## src/hdl/tnb_pkg.sv

```systemverilog
// ---------------------------------------------------------------------------
// tnb_pkg
// Shared types and constants for the tunable notch biquad.
// ---------------------------------------------------------------------------
package tnb_pkg;

  localparam int SAMPLE_WIDTH_DEF   = 16;
  localparam int COEF_FRAC_BITS_DEF = 30;
  localparam int CNT_W              = 6;

  localparam logic [31:0] TS_RESET = 32'd429497;
  localparam logic [31:0] WB_RESET = 32'd16085;
  localparam logic [31:0] W0_RESET = 32'd80425;

  localparam logic [1:0] REG_TS = 2'd0;
  localparam logic [1:0] REG_WB = 2'd1;
  localparam logic [1:0] REG_W0 = 2'd2;

  localparam logic KIND_SAMPLE = 1'b0;
  localparam logic KIND_RETUNE = 1'b1;

  localparam logic [1:0] COEF_B   = 2'd0;
  localparam logic [1:0] COEF_MID = 2'd1;
  localparam logic [1:0] COEF_A2  = 2'd2;

  typedef enum logic [3:0] {
    ST_IDLE, ST_RT0, ST_RT1, ST_RT2, ST_RT3,
    ST_DLOAD, ST_DSTEP, ST_DFIN, ST_MAC, ST_ROUND, ST_OUT
  } tnb_state_t;

  typedef enum logic [3:0] {
    OP_NONE, OP_LD_SAMPLE, OP_LD_FREQ, OP_RT0, OP_RT1, OP_RT2, OP_RT3,
    OP_DLOAD, OP_DSTEP, OP_DFIN, OP_MAC, OP_ROUND, OP_OUT
  } tnb_op_t;

  typedef struct packed {
    tnb_op_t          op;
    logic [CNT_W-1:0] cnt;
    logic [1:0]       kidx;
  } tnb_cmd_t;

  typedef struct packed {
    logic out_busy;
  } tnb_stat_t;

endpackage

```

## src/hdl/tnb_ctrl.sv

```systemverilog
// ---------------------------------------------------------------------------
// tnb_ctrl
// Sequencer for coefficient recompute, long division and the filter macs.
// ---------------------------------------------------------------------------
module tnb_ctrl import tnb_pkg::*; #(
  parameter int COEF_FRAC_BITS = COEF_FRAC_BITS_DEF
) (
  input  logic      clk,
  input  logic      rst_n,
  input  logic      in_valid,
  input  logic      in_kind,
  input  logic      restart,
  input  tnb_stat_t stat,
  output logic      in_ready,
  output tnb_cmd_t  cmd
);

  localparam logic [CNT_W-1:0] LAST_STEP = CNT_W'(COEF_FRAC_BITS + 1);
  localparam logic [CNT_W-1:0] LAST_MAC  = CNT_W'(5);

  tnb_state_t       state_r, state_nxt;
  logic [CNT_W-1:0] cnt_r, cnt_nxt;
  logic [1:0]       k_r, k_nxt;

  always_ff @(posedge clk) begin
    if (!rst_n) begin
      state_r <= ST_RT0;
      cnt_r   <= '0;
      k_r     <= COEF_B;
    end else begin
      state_r <= state_nxt;
      cnt_r   <= cnt_nxt;
      k_r     <= k_nxt;
    end
  end

  always_comb begin
    state_nxt = state_r;
    cnt_nxt   = cnt_r;
    k_nxt     = k_r;
    in_ready  = 1'b0;
    cmd.op    = OP_NONE;
    cmd.cnt   = cnt_r;
    cmd.kidx  = k_r;
    unique case (state_r)
      ST_IDLE: begin
        in_ready = 1'b1;
        if (in_valid) begin
          cnt_nxt = '0;
          if (in_kind == KIND_RETUNE) begin
            cmd.op    = OP_LD_FREQ;
            state_nxt = ST_RT0;
          end else begin
            cmd.op    = OP_LD_SAMPLE;
            state_nxt = ST_MAC;
          end
        end
      end
      ST_RT0: begin
        cmd.op    = OP_RT0;
        state_nxt = ST_RT1;
      end
      ST_RT1: begin
        cmd.op    = OP_RT1;
        state_nxt = ST_RT2;
      end
      ST_RT2: begin
        cmd.op    = OP_RT2;
        state_nxt = ST_RT3;
      end
      ST_RT3: begin
        cmd.op    = OP_RT3;
        k_nxt     = COEF_B;
        state_nxt = ST_DLOAD;
      end
      ST_DLOAD: begin
        cmd.op    = OP_DLOAD;
        cnt_nxt   = '0;
        state_nxt = ST_DSTEP;
      end
      ST_DSTEP: begin
        cmd.op  = OP_DSTEP;
        cnt_nxt = cnt_r + 1'b1;
        if (cnt_r == LAST_STEP) state_nxt = ST_DFIN;
      end
      ST_DFIN: begin
        cmd.op = OP_DFIN;
        if (k_r == COEF_A2) begin
          state_nxt = ST_IDLE;
        end else begin
          k_nxt     = k_r + 1'b1;
          state_nxt = ST_DLOAD;
        end
      end
      ST_MAC: begin
        cmd.op  = OP_MAC;
        cnt_nxt = cnt_r + 1'b1;
        if (cnt_r == LAST_MAC) state_nxt = ST_ROUND;
      end
      ST_ROUND: begin
        cmd.op    = OP_ROUND;
        state_nxt = ST_OUT;
      end
      ST_OUT: begin
        // hold until the output register is free
        if (!stat.out_busy) begin
          cmd.op    = OP_OUT;
          state_nxt = ST_IDLE;
        end
      end
      default: state_nxt = ST_IDLE;
    endcase
    if (restart) begin
      state_nxt = ST_RT0;
      k_nxt     = COEF_B;
    end
  end

endmodule

```

## config.mk

```make
export PLATFORM = sky130hd
export DESIGN_NAME = tnb_ctrl
export DESIGN_NICKNAME = d
export VERILOG_FILES = /design/src/hdl/tnb_pkg.sv /design/src/hdl/tnb_ctrl.sv
export SDC_FILE = /design/constraint.sdc
export NUM_CORES = 1
export LEC_CHECK = 0
export BUFFER_PORTS_ARGS = -buffer_cell sky130_fd_sc_hd__buf_2
export CAP_MARGIN = 10
export CORE_MARGIN = 10
export CORE_UTILIZATION = 55
export DETAILED_ROUTE_END_ITERATION = 16
export PLACE_DENSITY = 0.82
export REMOVE_ABC_BUFFERS = 1
export SYNTH_ARGS = -nofsm -noshare
export SYNTH_HDL_FRONTEND = slang
export SYNTH_SLANG_ARGS = --single-unit
```

## constraint.sdc

```tcl
create_clock -name clk -period 2.6 [get_ports clk]
set_input_delay 0.52 -clock clk [delete_from_list [all_inputs] [get_ports clk]]
set_output_delay 0.52 -clock clk [all_outputs]
set_load 0.005 [all_outputs]
```

==> qor.yml <==
internal_power_mw: 0.301
hp-start: "k_r[0]"
finalCriticalPeriod_ns: 2.24
clock_skew_ns: 0.00233
nNetsFinal: 130
grt_start_max_net_pins: 20
synth_cell_types: 34
ys_top_cells_by_area: "dfxtp_1 30%, nor2_1 5.1%, o21ai_0 5.0%"
rsz0062_at_grt: "no"
antenna_left: 0
cts_setup_buffers: 0
dieWidth_um: 58.3
power.switching_mw: 0.111
cts_tree: "done"
hold_path.class: "reg2reg"
final_area_um2: 915
core.rowCount: 13
core-area_um2: 1350
io_pins: 19
hpwl_um: 1400
timing.final.crit_share: 0.860
start_util: 0.598
cp_data_arrival_time_ns: 1.72
outcome: "finished, final reports clean"
cp-start-kind: "register"
vias: 789
wire_per_inst_um: 13.7
power.density_nw_per_um2: 450
root_buffer: "clkbuf_4"
post-route-util: 0.677
synthCells: 104
criticalPathCategory: "reg2out"
grtUsageTotal: 0.103
cts.path.max_buffers: 2
drive_gt1_frac: 0.217
postCtsHoldBufs: 0
leakage_nw: 0.375
gp_congestion: 0.850
clock.fmax_ghz: 0.447
port_buffers: 18
antenna_found_initial: 0
grt_pass1_wl_um: 2940
rr_startpoint: "cnt_r[0]"
die_area_um2: 3400
dp_slack_ns: 0.652
max_slew_margin: 0.610
tightestPinTransition_ns: 0.584
avgSynthCellArea_um2: 7.76
grt-ovfl-total: 0
die_height_um: 58.3
diodes: 0
nFillCells: 116
drc_errors: 0
ys_warn_count: 0
cap_violations: 0
required_ns: 2.08
clock_sinks: 12
slew_violations: 0
layout_setup_ws_ns: 0.363
hold_depth: 2
htreeDepth: 1
seqPwrFrac: 0.494
clock_latency_ns: 0.27
setup-violations-final: 0
cp-startpoint: "state_r[1]"
drt-total-wl_um: 1850
numCtsBuffers: 3
p_sw_frac: 0.271
crit_path_end_kind: "primary output"
combPwrFrac: 0.140
drtIter0Drc: 13
peakVddDrop_mv: 0.248
p_total_mw: 0.412
post_dp_cell_area_um2: 878
synth_top_cell_by_area: "dfxtp_1"
cts_resized: 0
ys_seq_area_frac: 0.298
viasPerCell: 5.84
netlist_area_um2: 807
final-hold-violation-count: 0
tns_ns: 0
first_global_vias: 704
ys_ff_latch: 12
synth_top_area_frac: 0.298
clk_pin_slew_ns: 0.08
area_delta_synth_final_pct: 13.3
clkPwrFrac: 0.365
rr_worst_depth: 6
crit_fanout: 19
drt-pass1-iter-count: 4
placed cells by master (no fill, tap or decap), drive strengths merged, types with 2 or more instances in the layout:
| cell | Yosys | final |
|---|---|---|
| dfxtp | 12 | 12 |
| clkbuf | 4 | 4 |
| a211oi | 2 | 2 |
| o21ai | 8 | 8 |
| xor2 | 3 | 3 |
| nand4 | 2 | 2 |
| nand2b | 2 | 2 |
| inv | 6 | 6 |
| a21oi | 5 | 5 |
| ha | 3 | 3 |
| nor3 | 4 | 4 |
| nand2 | 10 | 10 |
| buf | 2 | 18 |
| nor2 | 11 | 11 |
| nand3 | 6 | 6 |
| a31oi | 3 | 3 |
| nor4b | 2 | 2 |
| xnor2 | 2 | 2 |
| nor2b | 3 | 3 |
power groups by stage:
stage          registers [mW]  clock network (mW)  logic, mW
2_1_floorplan           0.205                   0     0.0383
4_1_cts                 0.203               0.154     0.0586
5_1_grt                 0.205               0.164     0.0650
6_report                0.204               0.150     0.0579
3_5_place_dp            0.208                   0     0.0583
3_3_place_gp            0.207                   0     0.0565
metal layers:
metal	up-vias	wire length, um	global-route usage
met1	363	786	0.114
met2	18	950	0.178
met4	0	11	0.0403
met3	2	102	0.0343
met5	-	0	0
li1	406	-	-
cell usage after synthesis, drive strengths merged:
cell type,number
o22ai,1
nand2,10
o31ai,1
nor4b,2
a21o,1
inv,6
ha,3
nand2b,2
a32o,1
o221a,1
a211o,1
a2111oi,1
xnor2,2
nor3,4
a211oi,2
buf,2
a222oi,1
nor4,1
or3,1
nor3b,1
nand3b,1
dfxtp,12
nand4,2
nor2,11
a31oi,3
o21ai,8
xor2,3
nor2b,3
clkbuf,4
nand3,6
o21bai,1
and3,1
a21oi,5
cell families (layout without fill, tap and decap cells):
family / Yosys count / in the layout / synth area share
compound gates: 27 / 27 / 0.236
xor+xnor: 5 / 5 / 0.0543
fa+ha+maj: 3 / 3 / 0.0465
buf+inv: 12 / 28 / 0.0744
flops: 12 / 12 / 0.298
simple gates: 45 / 45 / 0.291
path summary, 6_finish.rpt:
path                                   end  slack (ns)
worst min register to register      k_r[0]        0.49
worst min-delay path                k_r[0]        0.49
worst max-delay path                cmd[8]        0.36
worst max register to register  state_r[3]        0.75
worst max-delay path, cell delays in order (launching register included):
cell     delay [ns]
dfxtp_1        0.50
or3_4          0.49
nor2_1         0.17
a32o_1         0.18
buf_2          0.11
through the flow:
stage          hold WS [ns]  cells
3_3_place_gp          0.478    131
3_5_place_dp          0.484    131
6_report              0.493    135
2_1_floorplan         0.478     98
5_1_grt               0.509    135
4_1_cts               0.496    135
sequential cells by signal (all words and copies together), names as in the netlist:
name	cells
k_r	2
cnt_r	6
state_r	4
layout make-up:
| class | instances | area [um2] | share of cell area |
|---|---|---|---|
| tap | 15 | 18.8 | 0.0205 |
| multi-input combinational | 80 | 507 | 0.554 |
| inverter | 6 | 22.5 | 0.0246 |
| sequential | 12 | 240 | 0.263 |
| clock buffer | 4 | 36.3 | 0.0397 |
| timing repair buffer | 18 | 90.1 | 0.0985 |
Note: power is estimated with default switching activity, not from simulation.
